**src/sv/gww_pkg.sv**
```systemverilog
// shared types, constants and payload structs for the greedy word wrap block
// no dependencies; every other file refers to it by scoped names
package gww_pkg;

	// sizes of the word store and the offset arithmetic
	localparam int WORD_DEPTH  = 62;
	localparam int OFFSET_BITS = 20;
	localparam int CP_BITS     = 21;
	localparam int ADV_BITS    = 12;
	localparam int LW_BITS     = 20;
	localparam int CNT_BITS    = $clog2(WORD_DEPTH + 1);
	localparam int SUM_BITS    = ((OFFSET_BITS > ADV_BITS) ? OFFSET_BITS : ADV_BITS) + 1;
	localparam int CMP_BITS    = (OFFSET_BITS > LW_BITS) ? OFFSET_BITS : LW_BITS;

	localparam logic [SUM_BITS-1:0] OFF_MAX =
		SUM_BITS'((64'd1 << OFFSET_BITS) - 64'd1);

	// command queue between front and back
	localparam int QDEPTH    = 2;
	localparam int QPTR_BITS = (QDEPTH > 1) ? $clog2(QDEPTH) : 1;
	localparam int QCNT_BITS = $clog2(QDEPTH + 1);

	// special characters
	localparam logic [CP_BITS-1:0] CH_NEWLINE = CP_BITS'(10);
	localparam logic [CP_BITS-1:0] CH_SPACE   = CP_BITS'(32);

	// input transfer
	typedef struct packed {
		logic [CP_BITS-1:0]  code_point;
		logic [ADV_BITS-1:0] advance;
		logic                end_of_text;
	} item_t;

	// result transfer
	typedef struct packed {
		logic [CP_BITS-1:0] out_code_point;
		logic               run_last;
		logic               word_too_long;
	} result_t;

	// one item's emission plan: leading space, held word, tail char, trailing space
	typedef struct packed {
		logic                sp_en;
		logic                sp_nl;
		logic [CNT_BITS-1:0] word_cnt;
		logic                tail_en;
		logic [CP_BITS-1:0]  tail_cp;
		logic                post_en;
		logic                forced;
	} cmd_t;

	// word store write port
	typedef struct packed {
		logic                en;
		logic [CNT_BITS-1:0] addr;
		logic [CP_BITS-1:0]  data;
	} wr_t;

	// back status seen by the front
	typedef struct packed {
		logic word_act;
		logic word_done;
	} bk_stat_t;

	// back sequencer phases
	typedef enum logic [2:0] {
		PH_IDLE,
		PH_SPACE,
		PH_WORD,
		PH_TAIL,
		PH_POST
	} ph_t;

endpackage

```
**src/sv/gww_front.sv**
```systemverilog
// front part: accepts characters, keeps line offset and held word state, builds commands
// depends on gww_pkg
module gww_front (
	input  logic                      clk,
	input  logic                      arst_n,
	input  logic                      cfg_wr_en,
	input  logic [gww_pkg::LW_BITS-1:0] cfg_wr_data,
	input  logic                      item_valid,
	output logic                      item_stall,
	input  gww_pkg::item_t            item,
	input  logic                      q_full,
	output logic                      q_push,
	output gww_pkg::cmd_t             q_cmd,
	output gww_pkg::wr_t              wr,
	input  gww_pkg::bk_stat_t         stat
);

	logic [gww_pkg::OFFSET_BITS-1:0] line_offset_q, word_width_q;
	logic [gww_pkg::OFFSET_BITS-1:0] offset_d, width_d, off_c, ww_c;
	logic [gww_pkg::CNT_BITS-1:0]    word_count_q, count_d;
	logic [gww_pkg::LW_BITS-1:0]     line_width_q;
	logic                            space_held_q, held_d;
	logic                            rel_busy_q;
	logic                            accept, ovf, is_nl, is_sp;
	gww_pkg::cmd_t                   cmd;

	// saturating offset add
	function automatic logic [gww_pkg::OFFSET_BITS-1:0] sat_add(
		input logic [gww_pkg::OFFSET_BITS-1:0] a,
		input logic [gww_pkg::ADV_BITS-1:0]    b
	);
		logic [gww_pkg::SUM_BITS-1:0] s;
		s = gww_pkg::SUM_BITS'(a) + gww_pkg::SUM_BITS'(b);
		return (s > gww_pkg::OFF_MAX) ? gww_pkg::OFFSET_BITS'(gww_pkg::OFF_MAX)
		                              : gww_pkg::OFFSET_BITS'(s);
	endfunction

	// hold off while the queue is full or a held word is still draining
	assign item_stall = q_full || rel_busy_q;
	assign accept     = item_valid && !item_stall;

	assign off_c = sat_add(line_offset_q, item.advance);
	assign ww_c  = sat_add(word_width_q, item.advance);
	assign ovf   = gww_pkg::CMP_BITS'(off_c) > gww_pkg::CMP_BITS'(line_width_q);
	assign is_nl = item.code_point == gww_pkg::CH_NEWLINE;
	assign is_sp = item.code_point == gww_pkg::CH_SPACE;

	// classify the character and plan its emissions
	always_comb begin
		cmd      = '0;
		wr       = '0;
		wr.addr  = word_count_q;
		wr.data  = item.code_point;
		offset_d = line_offset_q;
		width_d  = word_width_q;
		held_d   = space_held_q;
		count_d  = word_count_q;
		cmd.tail_cp = item.code_point;

		priority if (is_nl) begin
			// release held space and word, then the newline
			cmd.sp_en    = space_held_q;
			cmd.word_cnt = word_count_q;
			cmd.tail_en  = 1'b1;
			offset_d     = '0;
			width_d      = '0;
			held_d       = 1'b0;
			count_d      = '0;
		end else if (is_sp) begin
			cmd.sp_en    = space_held_q;
			cmd.word_cnt = word_count_q;
			width_d      = '0;
			count_d      = '0;
			if (ovf) begin
				// space that overflows turns into a newline
				cmd.tail_en = 1'b1;
				cmd.tail_cp = gww_pkg::CH_NEWLINE;
				offset_d    = '0;
				held_d      = 1'b0;
			end else begin
				offset_d = off_c;
				held_d   = 1'b1;
			end
		end else if (!space_held_q) begin
			cmd.tail_en = 1'b1;
			offset_d    = off_c;
		end else if (ovf) begin
			// held space breaks the line; word moves down
			cmd.sp_en    = 1'b1;
			cmd.sp_nl    = 1'b1;
			cmd.word_cnt = word_count_q;
			cmd.tail_en  = 1'b1;
			offset_d     = ww_c;
			width_d      = '0;
			held_d       = 1'b0;
			count_d      = '0;
		end else if (word_count_q >= gww_pkg::CNT_BITS'(gww_pkg::WORD_DEPTH)) begin
			// word store full: commit the held space as is
			cmd.sp_en    = 1'b1;
			cmd.word_cnt = word_count_q;
			cmd.tail_en  = 1'b1;
			cmd.forced   = 1'b1;
			offset_d     = off_c;
			width_d      = '0;
			held_d       = 1'b0;
			count_d      = '0;
		end else begin
			// append to the held word
			wr.en    = accept;
			width_d  = ww_c;
			offset_d = off_c;
			count_d  = gww_pkg::CNT_BITS'(word_count_q + 1'b1);
		end

		// end of text flushes whatever is still held
		if (item.end_of_text) begin
			if (held_d && count_d != '0) begin
				cmd.sp_en    = 1'b1;
				cmd.sp_nl    = 1'b0;
				cmd.word_cnt = count_d;
			end else if (held_d) begin
				cmd.post_en = 1'b1;
			end
			offset_d = '0;
			width_d  = '0;
			held_d   = 1'b0;
			count_d  = '0;
		end
	end

	assign q_cmd  = cmd;
	assign q_push = accept && (cmd.sp_en || cmd.word_cnt != '0 || cmd.tail_en || cmd.post_en);

	// wrap state
	always_ff @(posedge clk or negedge arst_n) begin
		if (!arst_n) begin
			line_offset_q <= '0;
			word_width_q  <= '0;
			space_held_q  <= 1'b0;
			word_count_q  <= '0;
		end else if (accept) begin
			line_offset_q <= offset_d;
			word_width_q  <= width_d;
			space_held_q  <= held_d;
			word_count_q  <= count_d;
		end
	end

	// line width register
	always_ff @(posedge clk or negedge arst_n) begin
		if (!arst_n) begin
			line_width_q <= '0;
		end else if (cfg_wr_en) begin
			line_width_q <= cfg_wr_data;
		end
	end

	// word release in flight: store must not be rewritten until it drains
	always_ff @(posedge clk or negedge arst_n) begin
		if (!arst_n) begin
			rel_busy_q <= 1'b0;
		end else if (q_push && cmd.word_cnt != '0) begin
			rel_busy_q <= 1'b1;
		end else if (stat.word_done) begin
			rel_busy_q <= 1'b0;
		end
	end

endmodule

```
**src/sv/gww_queue.sv**
```systemverilog
// short command queue between the front and back parts
// depends on gww_pkg
module gww_queue (
	input  logic          clk,
	input  logic          arst_n,
	input  logic          push,
	input  gww_pkg::cmd_t push_cmd,
	output logic          full,
	input  logic          pop,
	output gww_pkg::cmd_t pop_cmd,
	output logic          empty
);

	gww_pkg::cmd_t                 slot_q [gww_pkg::QDEPTH];
	logic [gww_pkg::QPTR_BITS-1:0] wr_ptr_q, rd_ptr_q;
	logic [gww_pkg::QCNT_BITS-1:0] cnt_q;

	assign full    = cnt_q == gww_pkg::QCNT_BITS'(gww_pkg::QDEPTH);
	assign empty   = cnt_q == '0;
	assign pop_cmd = slot_q[rd_ptr_q];

	// entry storage
	always_ff @(posedge clk) begin
		if (push) begin
			slot_q[wr_ptr_q] <= push_cmd;
		end
	end

	// pointers and fill level
	always_ff @(posedge clk or negedge arst_n) begin
		if (!arst_n) begin
			wr_ptr_q <= '0;
			rd_ptr_q <= '0;
			cnt_q    <= '0;
		end else begin
			if (push) begin
				wr_ptr_q <= (wr_ptr_q == gww_pkg::QPTR_BITS'(gww_pkg::QDEPTH - 1)) ? '0
				            : gww_pkg::QPTR_BITS'(wr_ptr_q + 1'b1);
			end
			if (pop) begin
				rd_ptr_q <= (rd_ptr_q == gww_pkg::QPTR_BITS'(gww_pkg::QDEPTH - 1)) ? '0
				            : gww_pkg::QPTR_BITS'(rd_ptr_q + 1'b1);
			end
			if (push && !pop) begin
				cnt_q <= gww_pkg::QCNT_BITS'(cnt_q + 1'b1);
			end else if (pop && !push) begin
				cnt_q <= gww_pkg::QCNT_BITS'(cnt_q - 1'b1);
			end
		end
	end

endmodule

```
**src/sv/gww_back.sv**
```systemverilog
// back part: word store and the sequencer that turns commands into result transfers
// depends on gww_pkg
module gww_back (
	input  logic               clk,
	input  logic               arst_n,
	input  logic               q_empty,
	input  gww_pkg::cmd_t      q_cmd,
	output logic               q_pop,
	input  gww_pkg::wr_t       wr,
	output gww_pkg::bk_stat_t  stat,
	output logic               res_valid,
	input  logic               res_stall,
	output gww_pkg::result_t   res
);

	logic [gww_pkg::CP_BITS-1:0]  word_mem [gww_pkg::WORD_DEPTH];
	logic [gww_pkg::CP_BITS-1:0]  rd_data_q, emit_cp;
	logic [gww_pkg::CNT_BITS-1:0] idx_q, idx_d;
	gww_pkg::ph_t                 ph_q, ph_d;
	gww_pkg::cmd_t                cmd_q, cmd_d;
	gww_pkg::result_t             res_q;
	logic                         out_valid_q, emit_ok, emit, word_done;

	// phase that follows the current one for this command
	function automatic gww_pkg::ph_t next_ph(input gww_pkg::cmd_t c, input gww_pkg::ph_t cur);
		logic sp_ok, wd_ok, tl_ok, po_ok;
		gww_pkg::ph_t n;
		sp_ok = c.sp_en && cur == gww_pkg::PH_IDLE;
		wd_ok = c.word_cnt != '0 && (cur == gww_pkg::PH_IDLE || cur == gww_pkg::PH_SPACE);
		tl_ok = c.tail_en && cur != gww_pkg::PH_TAIL && cur != gww_pkg::PH_POST;
		po_ok = c.post_en && cur != gww_pkg::PH_POST;
		priority if (sp_ok) n = gww_pkg::PH_SPACE;
		else if (wd_ok)     n = gww_pkg::PH_WORD;
		else if (tl_ok)     n = gww_pkg::PH_TAIL;
		else if (po_ok)     n = gww_pkg::PH_POST;
		else                n = gww_pkg::PH_IDLE;
		return n;
	endfunction

	// result register frees up when empty or being taken
	assign emit_ok = !out_valid_q || !res_stall;

	// sequencer next state and outputs
	always_comb begin
		ph_d      = ph_q;
		cmd_d     = cmd_q;
		idx_d     = idx_q;
		q_pop     = 1'b0;
		emit      = 1'b0;
		emit_cp   = gww_pkg::CH_SPACE;
		word_done = 1'b0;
		unique case (ph_q)
			gww_pkg::PH_IDLE: begin
				if (!q_empty) begin
					q_pop = 1'b1;
					cmd_d = q_cmd;
					ph_d  = next_ph(q_cmd, gww_pkg::PH_IDLE);
				end
			end
			gww_pkg::PH_SPACE: begin
				if (emit_ok) begin
					emit    = 1'b1;
					emit_cp = cmd_q.sp_nl ? gww_pkg::CH_NEWLINE : gww_pkg::CH_SPACE;
					ph_d    = next_ph(cmd_q, gww_pkg::PH_SPACE);
				end
			end
			gww_pkg::PH_WORD: begin
				if (emit_ok) begin
					emit    = 1'b1;
					emit_cp = rd_data_q;
					if (idx_q == gww_pkg::CNT_BITS'(cmd_q.word_cnt - 1'b1)) begin
						idx_d     = '0;
						word_done = 1'b1;
						ph_d      = next_ph(cmd_q, gww_pkg::PH_WORD);
					end else begin
						idx_d = gww_pkg::CNT_BITS'(idx_q + 1'b1);
					end
				end
			end
			gww_pkg::PH_TAIL: begin
				if (emit_ok) begin
					emit    = 1'b1;
					emit_cp = cmd_q.tail_cp;
					ph_d    = next_ph(cmd_q, gww_pkg::PH_TAIL);
				end
			end
			gww_pkg::PH_POST: begin
				if (emit_ok) begin
					emit    = 1'b1;
					emit_cp = gww_pkg::CH_SPACE;
					ph_d    = gww_pkg::PH_IDLE;
				end
			end
			default: begin
				ph_d = gww_pkg::PH_IDLE;
			end
		endcase
	end

	// sequencer state
	always_ff @(posedge clk or negedge arst_n) begin
		if (!arst_n) begin
			ph_q  <= gww_pkg::PH_IDLE;
			idx_q <= '0;
		end else begin
			ph_q  <= ph_d;
			idx_q <= idx_d;
		end
	end

	// current command
	always_ff @(posedge clk) begin
		cmd_q <= cmd_d;
	end

	// word store: written by the front, read one entry ahead of the sequencer
	always_ff @(posedge clk) begin
		if (wr.en) begin
			word_mem[wr.addr] <= wr.data;
		end
		rd_data_q <= word_mem[idx_d];
	end

	// result register
	always_ff @(posedge clk or negedge arst_n) begin
		if (!arst_n) begin
			out_valid_q <= 1'b0;
		end else if (emit) begin
			out_valid_q <= 1'b1;
		end else if (!res_stall) begin
			out_valid_q <= 1'b0;
		end
	end

	always_ff @(posedge clk) begin
		if (emit) begin
			res_q.out_code_point <= emit_cp;
			res_q.run_last       <= ph_d == gww_pkg::PH_IDLE;
			res_q.word_too_long  <= cmd_q.forced;
		end
	end

	assign res_valid      = out_valid_q;
	assign res            = res_q;
	assign stat.word_act  = ph_q == gww_pkg::PH_WORD;
	assign stat.word_done = word_done;

endmodule

```
**src/sv/greedy_word_wrap.sv**
```systemverilog
// greedy word wrap top level: front, command queue and back
// depends on gww_pkg, gww_front, gww_queue, gww_back
//
// Streams characters with their glyph advances and emits them with spaces turned into
// newlines where a line would run past line_width (1/16 px). A character that goes out
// directly passes through the front and the queue, then the back sequencer, which
// writes one result into the output register per cycle unless res_stall holds it. When
// a step releases a held word, the front takes no further item until the last character
// of that word has left the word store, since the store has a single write port shared
// with the next word. Characters that only join the held word are taken at one per cycle
// while the queue is not full and no word drains. There is no clearing pass after reset.
module greedy_word_wrap (
	input  logic                        clk,
	input  logic                        arst_n,
	input  logic                        cfg_wr_en,
	input  logic [gww_pkg::LW_BITS-1:0] cfg_wr_data,
	input  logic                        item_valid,
	output logic                        item_stall,
	input  gww_pkg::item_t              item,
	output logic                        res_valid,
	input  logic                        res_stall,
	output gww_pkg::result_t            res
);

	gww_pkg::cmd_t     q_cmd_in, q_cmd_out;
	gww_pkg::wr_t      wr;
	gww_pkg::bk_stat_t stat;
	logic              q_push, q_pop, q_full, q_empty;

	// character classification and wrap state
	gww_front u_front (
		.clk         (clk),
		.arst_n      (arst_n),
		.cfg_wr_en   (cfg_wr_en),
		.cfg_wr_data (cfg_wr_data),
		.item_valid  (item_valid),
		.item_stall  (item_stall),
		.item        (item),
		.q_full      (q_full),
		.q_push      (q_push),
		.q_cmd       (q_cmd_in),
		.wr          (wr),
		.stat        (stat)
	);

	// command queue
	gww_queue u_queue (
		.clk      (clk),
		.arst_n   (arst_n),
		.push     (q_push),
		.push_cmd (q_cmd_in),
		.full     (q_full),
		.pop      (q_pop),
		.pop_cmd  (q_cmd_out),
		.empty    (q_empty)
	);

	// emission sequencer and word store
	gww_back u_back (
		.clk       (clk),
		.arst_n    (arst_n),
		.q_empty   (q_empty),
		.q_cmd     (q_cmd_out),
		.q_pop     (q_pop),
		.wr        (wr),
		.stat      (stat),
		.res_valid (res_valid),
		.res_stall (res_stall),
		.res       (res)
	);

	// no push into a full queue
	a_no_overflow: assert property (@(posedge clk) disable iff (!arst_n)
		q_push |-> !q_full)
		else $error("command pushed into full queue");

	// no pop from an empty queue
	a_no_underflow: assert property (@(posedge clk) disable iff (!arst_n)
		q_pop |-> !q_empty)
		else $error("command popped from empty queue");

	// the word store is never rewritten while a word drains from it
	a_store_quiet: assert property (@(posedge clk) disable iff (!arst_n)
		wr.en |-> !stat.word_act)
		else $error("word store written during word release");

endmodule

```
**config.mk**
```make
export PLATFORM = sky130hd
export DESIGN_NAME = greedy_word_wrap
export DESIGN_NICKNAME = d
export VERILOG_FILES = /design/src/sv/gww_pkg.sv /design/src/sv/gww_front.sv /design/src/sv/gww_queue.sv /design/src/sv/gww_back.sv /design/src/sv/greedy_word_wrap.sv
export SDC_FILE = /design/constraint.sdc
export NUM_CORES = 2
export LEC_CHECK = 0
export BUFFER_PORTS_ARGS = -buffer_cell sky130_fd_sc_hd__buf_2
export CAP_MARGIN = 20
export CORE_UTILIZATION = 50
export DETAILED_ROUTE_END_ITERATION = 8
export GPL_ROUTABILITY_DRIVEN = 1
export HOLD_SLACK_MARGIN = 0.1
export PLACE_DENSITY = 0.63
export REMOVE_ABC_BUFFERS = 1
export SETUP_SLACK_MARGIN = 0.02
export SKIP_CTS_REPAIR_TIMING = 1
export SYNTH_ARGS = -nofsm -noshare
export SYNTH_HDL_FRONTEND = slang
export SYNTH_SLANG_ARGS = --single-unit
```
**constraint.sdc**
```tcl
create_clock -name clk -period 13.26 [get_ports clk]
set_clock_uncertainty 0.1 [all_clocks]
set_input_delay 1.989 -clock clk [delete_from_list [all_inputs] [get_ports clk]]
set_output_delay 1.989 -clock clk [all_outputs]
set_load 0.1 [all_outputs]
```
==> impl_results.rst <==
.. list-table::
   :header-rows: 1

   * - Metric
     - Value
   * - Detailed-route wire length
     - 190.7 mm
   * - Primary FF master, synth
     - sky130_fd_sc_hd__edfxtp_1
   * - Via count of the first global-routing pass
     - around 38000
   * - Wire length of the first global-routing pass
     - between 200 and 300 mm
   * - Clock tree from TritonCTS
     - done
   * - Final #Nets
     - between 4000 and 5000
   * - Port Buffer Count
     - 83
   * - Aggregate global routing overflow
     - 0
   * - Required time of the critical path
     - approximately 14 ns
   * - Most area-hungry cell type in the Yosys netlist
     - sky130_fd_sc_hd__edfxtp_1
   * - CTS Root Buffer Type
     - sky130_fd_sc_hd__clkbuf_16
   * - Die X
     - 357.5 um
   * - Antenna violations before repair
     - 17
   * - Area fraction of the dominant cell type after synthesis
     - roughly two thirds
   * - Slew at the pin closest to its max-slew limit
     - approximately 1.4 ns
   * - Via count of the routed design
     - 40688
   * - Critical Setup Path Class
     - input pin to flip-flop
   * - Sort of element at the end of the critical path
     - flip-flop
   * - Placeable Area
     - approximately 0.13 mm^2
   * - Ratio of total power to cell area
     - between 200 and 250 mW/mm^2
   * - Gate count of the mapped netlist
     - about 4500
   * - Total I/O pin count
     - 84
   * - Final clock period utilization by the worst path
     - between 60% and 70%
   * - Hold Path Class
     - flip-flop to flip-flop
   * - Hold Slack
     - just under 0.4 ns
   * - Unique cell type count in the Yosys netlist
     - just over 80
   * - Setup violators final
     - 0
   * - GR Util All Layers
     - between 20% and 30%
   * - Setup repair after global routing missed its margin
     - false
   * - Die area
     - approximately 0.13 mm^2
   * - Origin of the worst min-delay path
     - u_front.word_width_q[6]
   * - Residual DRC count
     - 0
   * - Latest clock arrival within the worst-skew pair
     - ~0.79 ns
   * - Cell row count
     - 130
   * - Max IR drop VDD
     - about 300 uV
   * - Final Hold Fails
     - 0
   * - Outcome
     - finished, final reports clean
   * - Data arrival time of the critical path
     - slightly below 9 ns
   * - Clock-pin slew reported for the worst setup and hold paths after clock tree synthesis
     - ~0.060 ns
   * - Iteration-0 DRC Markers
     - 5952
   * - Number of search-and-repair iterations in the first detailed-routing pass
     - 8
   * - Worst setup slack after placement
     - 3.871 ns
   * - Area growth from synthesis to final layout
     - 12.34%
   * - Startpoint Class
     - input pin
   * - Mapped cell area
     - approximately 0.063 mm^2
   * - Routability Congestion
     - 0.9445
   * - Total number of H-tree levels
     - 4
   * - # clock sinks
     - about 1500
   * - Largest cells by area after synthesis
     - sky130_fd_sc_hd__edfxtp_1 (67%), sky130_fd_sc_hd__mux2i_1 (3.9%), sky130_fd_sc_hd__nand2_1 (3.5%)
   * - Pin count of the biggest net entering global routing
     - roughly 150
   * - Worst-case setup margin in the final layout
     - 4.706 ns
   * - Chip Height
     - about 360 um
   * - Worst setup path startpoint
     - item[1]
   * - Post-synthesis sequential element count
     - ~1500
   * - Count of warnings emitted by yosys
     - 0
   * - # fillers
     - about 9800
   * - Crit path max fanout
     - 21
   * - EDFF count, synth
     - 1420
   * - Via-to-Cell Ratio
     - 6.434
   * - Synthesized area per cell
     - between 10 and 15 um^2
   * - Leakage component of the power
     - around 24 nW
   * - Antenna-violating nets left
     - 0
   * - Post-synthesis sequential area ratio
     - between 70% and 80%
   * - Fmax
     - between 0.1 and 0.15 GHz
   * - Final total negative setup slack
     - 0 ns
   * - Fin crit period
     - about 8.6 ns
   * - Num CTS Buffers
     - between 150 and 200
   * - Number of buffers between clock root and the deepest sink
     - 3
   * - Initial standard-cell utilization of the core
     - 50.38%
   * - Worst relative slew slack
     - under 10%
   * - Number of maximum-capacitance violations
     - 0
   * - Layout cells sized above 1
     - roughly 13%
   * - Launching point of the worst reg2reg path
     - u_front.line_offset_q[0]
   * - Instance count after placement with tap cells included
     - 5995
   * - Final Max Tran Viols
     - 0
   * - Async set or reset register ratio after synthesis
     - under 10%
   * - Average wire per cell in the routed design
     - around 30 um
   * - Number of standard cells in the final layout excluding fillers
     - between 6000 and 7000
   * - DP Wirelength
     - around 120 mm
through the flow:
stage | area, um^2 | utilization (%) | total power [mW]
floorplan | 61790 | - | 10.83
global placement | 65310 | 52.08 | 13.06
detailed placement | 65410 | 52.16 | 13.12
CTS | 70250 | 56.02 | 17.30
global route | 70970 | 56.59 | 18.01
finish | 70970 | 56.59 | 17.39
kinds of logic (layout without fill, tap and decap cells):
group / after synthesis / count (layout) / share of synthesized area [%]
AOI/OAI and AO/OA: 1003 / 1003 / 11.10
muxes: 324 / 324 / 5.291
xor gates and xnor gates: 39 / 39 / 0.5406
and+or+nand+nor: 1161 / 1161 / 8.090
adders and majority gates: 52 / 52 / 1.054
DFF: 1523 / 1523 / 71.40
other: 0 / 1 / 0
buffers and inverters: 363 / 571 / 2.525
synth_stat cells (all sizes together), types with 5 or more instances:
cell,number
a2111o,12
a2111oi,54
a211o,5
a211oi,39
a21o,53
a21oi,204
a221o,7
a221oi,54
a22o,37
a22oi,17
a311oi,25
a31oi,76
a32oi,28
and2,23
and3,43
buf,124
clkbuf,184
dfrtp,82
dfxtp,21
edfxtp,1420
ha,50
inv,55
mux2,77
mux2i,247
nand2,593
nand2b,14
nand3,94
nand4,10
nor2,210
nor2b,12
nor3,87
nor4,33
nor4b,13
o211ai,17
o21a,8
o21ai,97
o221ai,69
o22ai,141
o2bb2ai,8
o31ai,20
or2,8
or3,7
xnor2,16
xor2,23
metal layers:
| layer | part of all wire [%] | GRT usage (%) | vias to the layer above |
|---|---|---|---|
| li1 | - | - | 17567 |
| met1 | 39 | 41.30 | 20363 |
| met2 | 45 | 44.83 | 2293 |
| met3 | 10 | 5.796 | 457 |
| met4 | 5.3 | 14.61 | 8 |
| met5 | 0.026 | 0 | - |
placed cells by master, fill, tap and decap left out, types with 32 or more instances in the layout:
master and count:
sky130_fd_sc_hd__edfxtp_1 1420, sky130_fd_sc_hd__nand2_1 588, sky130_fd_sc_hd__mux2i_1 247, sky130_fd_sc_hd__a21oi_1 204, sky130_fd_sc_hd__clkbuf_16 159, sky130_fd_sc_hd__nor2_1 147
sky130_fd_sc_hd__o22ai_1 141, sky130_fd_sc_hd__buf_4 99, sky130_fd_sc_hd__o21ai_0 93, sky130_fd_sc_hd__nand3_1 92, sky130_fd_sc_hd__nor3_1 86, sky130_fd_sc_hd__buf_2 84
sky130_fd_sc_hd__dfrtp_1 80, sky130_fd_sc_hd__a31oi_1 76, sky130_fd_sc_hd__mux2_2 76, sky130_fd_sc_hd__o221ai_1 69, sky130_fd_sc_hd__nor2_2 62, sky130_fd_sc_hd__a21o_1 52
sky130_fd_sc_hd__inv_1 50, sky130_fd_sc_hd__a2111oi_0 50, sky130_fd_sc_hd__ha_1 50, sky130_fd_sc_hd__a221oi_1 48, sky130_fd_sc_hd__clkbuf_1 44, sky130_fd_sc_hd__and3_1 43
sky130_fd_sc_hd__buf_8 40, sky130_fd_sc_hd__a211oi_1 39, sky130_fd_sc_hd__a22o_1 37, sky130_fd_sc_hd__nor4_1 32
sequential cells by signal, summed over array words and instances (netlist names):
register,flops
u_queue.cnt_q,2
u_back.rd_data_q,21
u_front.space_held_q,1
u_queue.rd_ptr_q,1
u_front.line_width_q,20
u_back.cmd_q,31
u_queue.slot_q,64
u_front.line_offset_q,20
u_back.res_valid,1
u_back.idx_q,6
u_queue.wr_ptr_q,1
u_front.word_width_q,20
u_back.res,23
u_front.word_count_q,6
u_front.rel_busy_q,1
u_back.ph_q,3
u_back.word_mem,1302
worst paths after layout:
check                      depth (start not counted)                      end  slack, ns
max                                               21   u_back.word_mem[16][2]       4.71
min                                                2  u_front.word_width_q[6]       0.39
max reg2reg                                       20   u_back.word_mem[16][2]       5.62
min reg2reg                                        2  u_front.word_width_q[6]       0.39
max in group asynchronous                          3           u_back.ph_q[0]      11.30
min in group asynchronous                          1  u_front.word_width_q[0]       0.93
critical path, stage by stage:
cell and delay [ns]:
sky130_fd_sc_hd__buf_2 0.10, sky130_fd_sc_hd__ha_1 0.16, sky130_fd_sc_hd__inv_1 0.05, sky130_fd_sc_hd__fa_1 0.40, sky130_fd_sc_hd__inv_1 0.07, sky130_fd_sc_hd__a21o_1 0.12, sky130_fd_sc_hd__a211oi_1 0.12, sky130_fd_sc_hd__o211ai_1 0.33
sky130_fd_sc_hd__a31oi_1 0.31, sky130_fd_sc_hd__nor3_1 0.88, sky130_fd_sc_hd__nor2_1 0.13, sky130_fd_sc_hd__a21oi_1 0.21, sky130_fd_sc_hd__ha_1 0.16, sky130_fd_sc_hd__nand4_1 0.12, sky130_fd_sc_hd__or2_2 0.33, sky130_fd_sc_hd__nor4_1 0.41
sky130_fd_sc_hd__nand2_1 0.13, sky130_fd_sc_hd__o31a_1 0.25, sky130_fd_sc_hd__nor4_1 0.55, sky130_fd_sc_hd__nand2_1 0.83, sky130_fd_sc_hd__nor2_2 1.16
layout make-up:
cell class / count / area, um^2 / area share [%]
inverter: 55 / 221.5 / 0.3120
timing repair buffer: 236 / 1989 / 2.803
clock buffer: 205 / 4172 / 5.877
tap: 1650 / 2064 / 2.909
multi-input combinational: 2579 / 16740 / 23.59
clock inverter: 75 / 664.4 / 0.9361
antenna: 1 / 2.502 / 0.003526
sequential: 1523 / 45120 / 63.57
where the power goes:
| part | internal (mW) | switching (mW) |
|---|---|---|
| combinational | 2.24 | 5.17 |
| sequential | 5.54 | 0.225 |
| clock | 2.38 | 1.84 |
(Power assumes the default switching activity.)
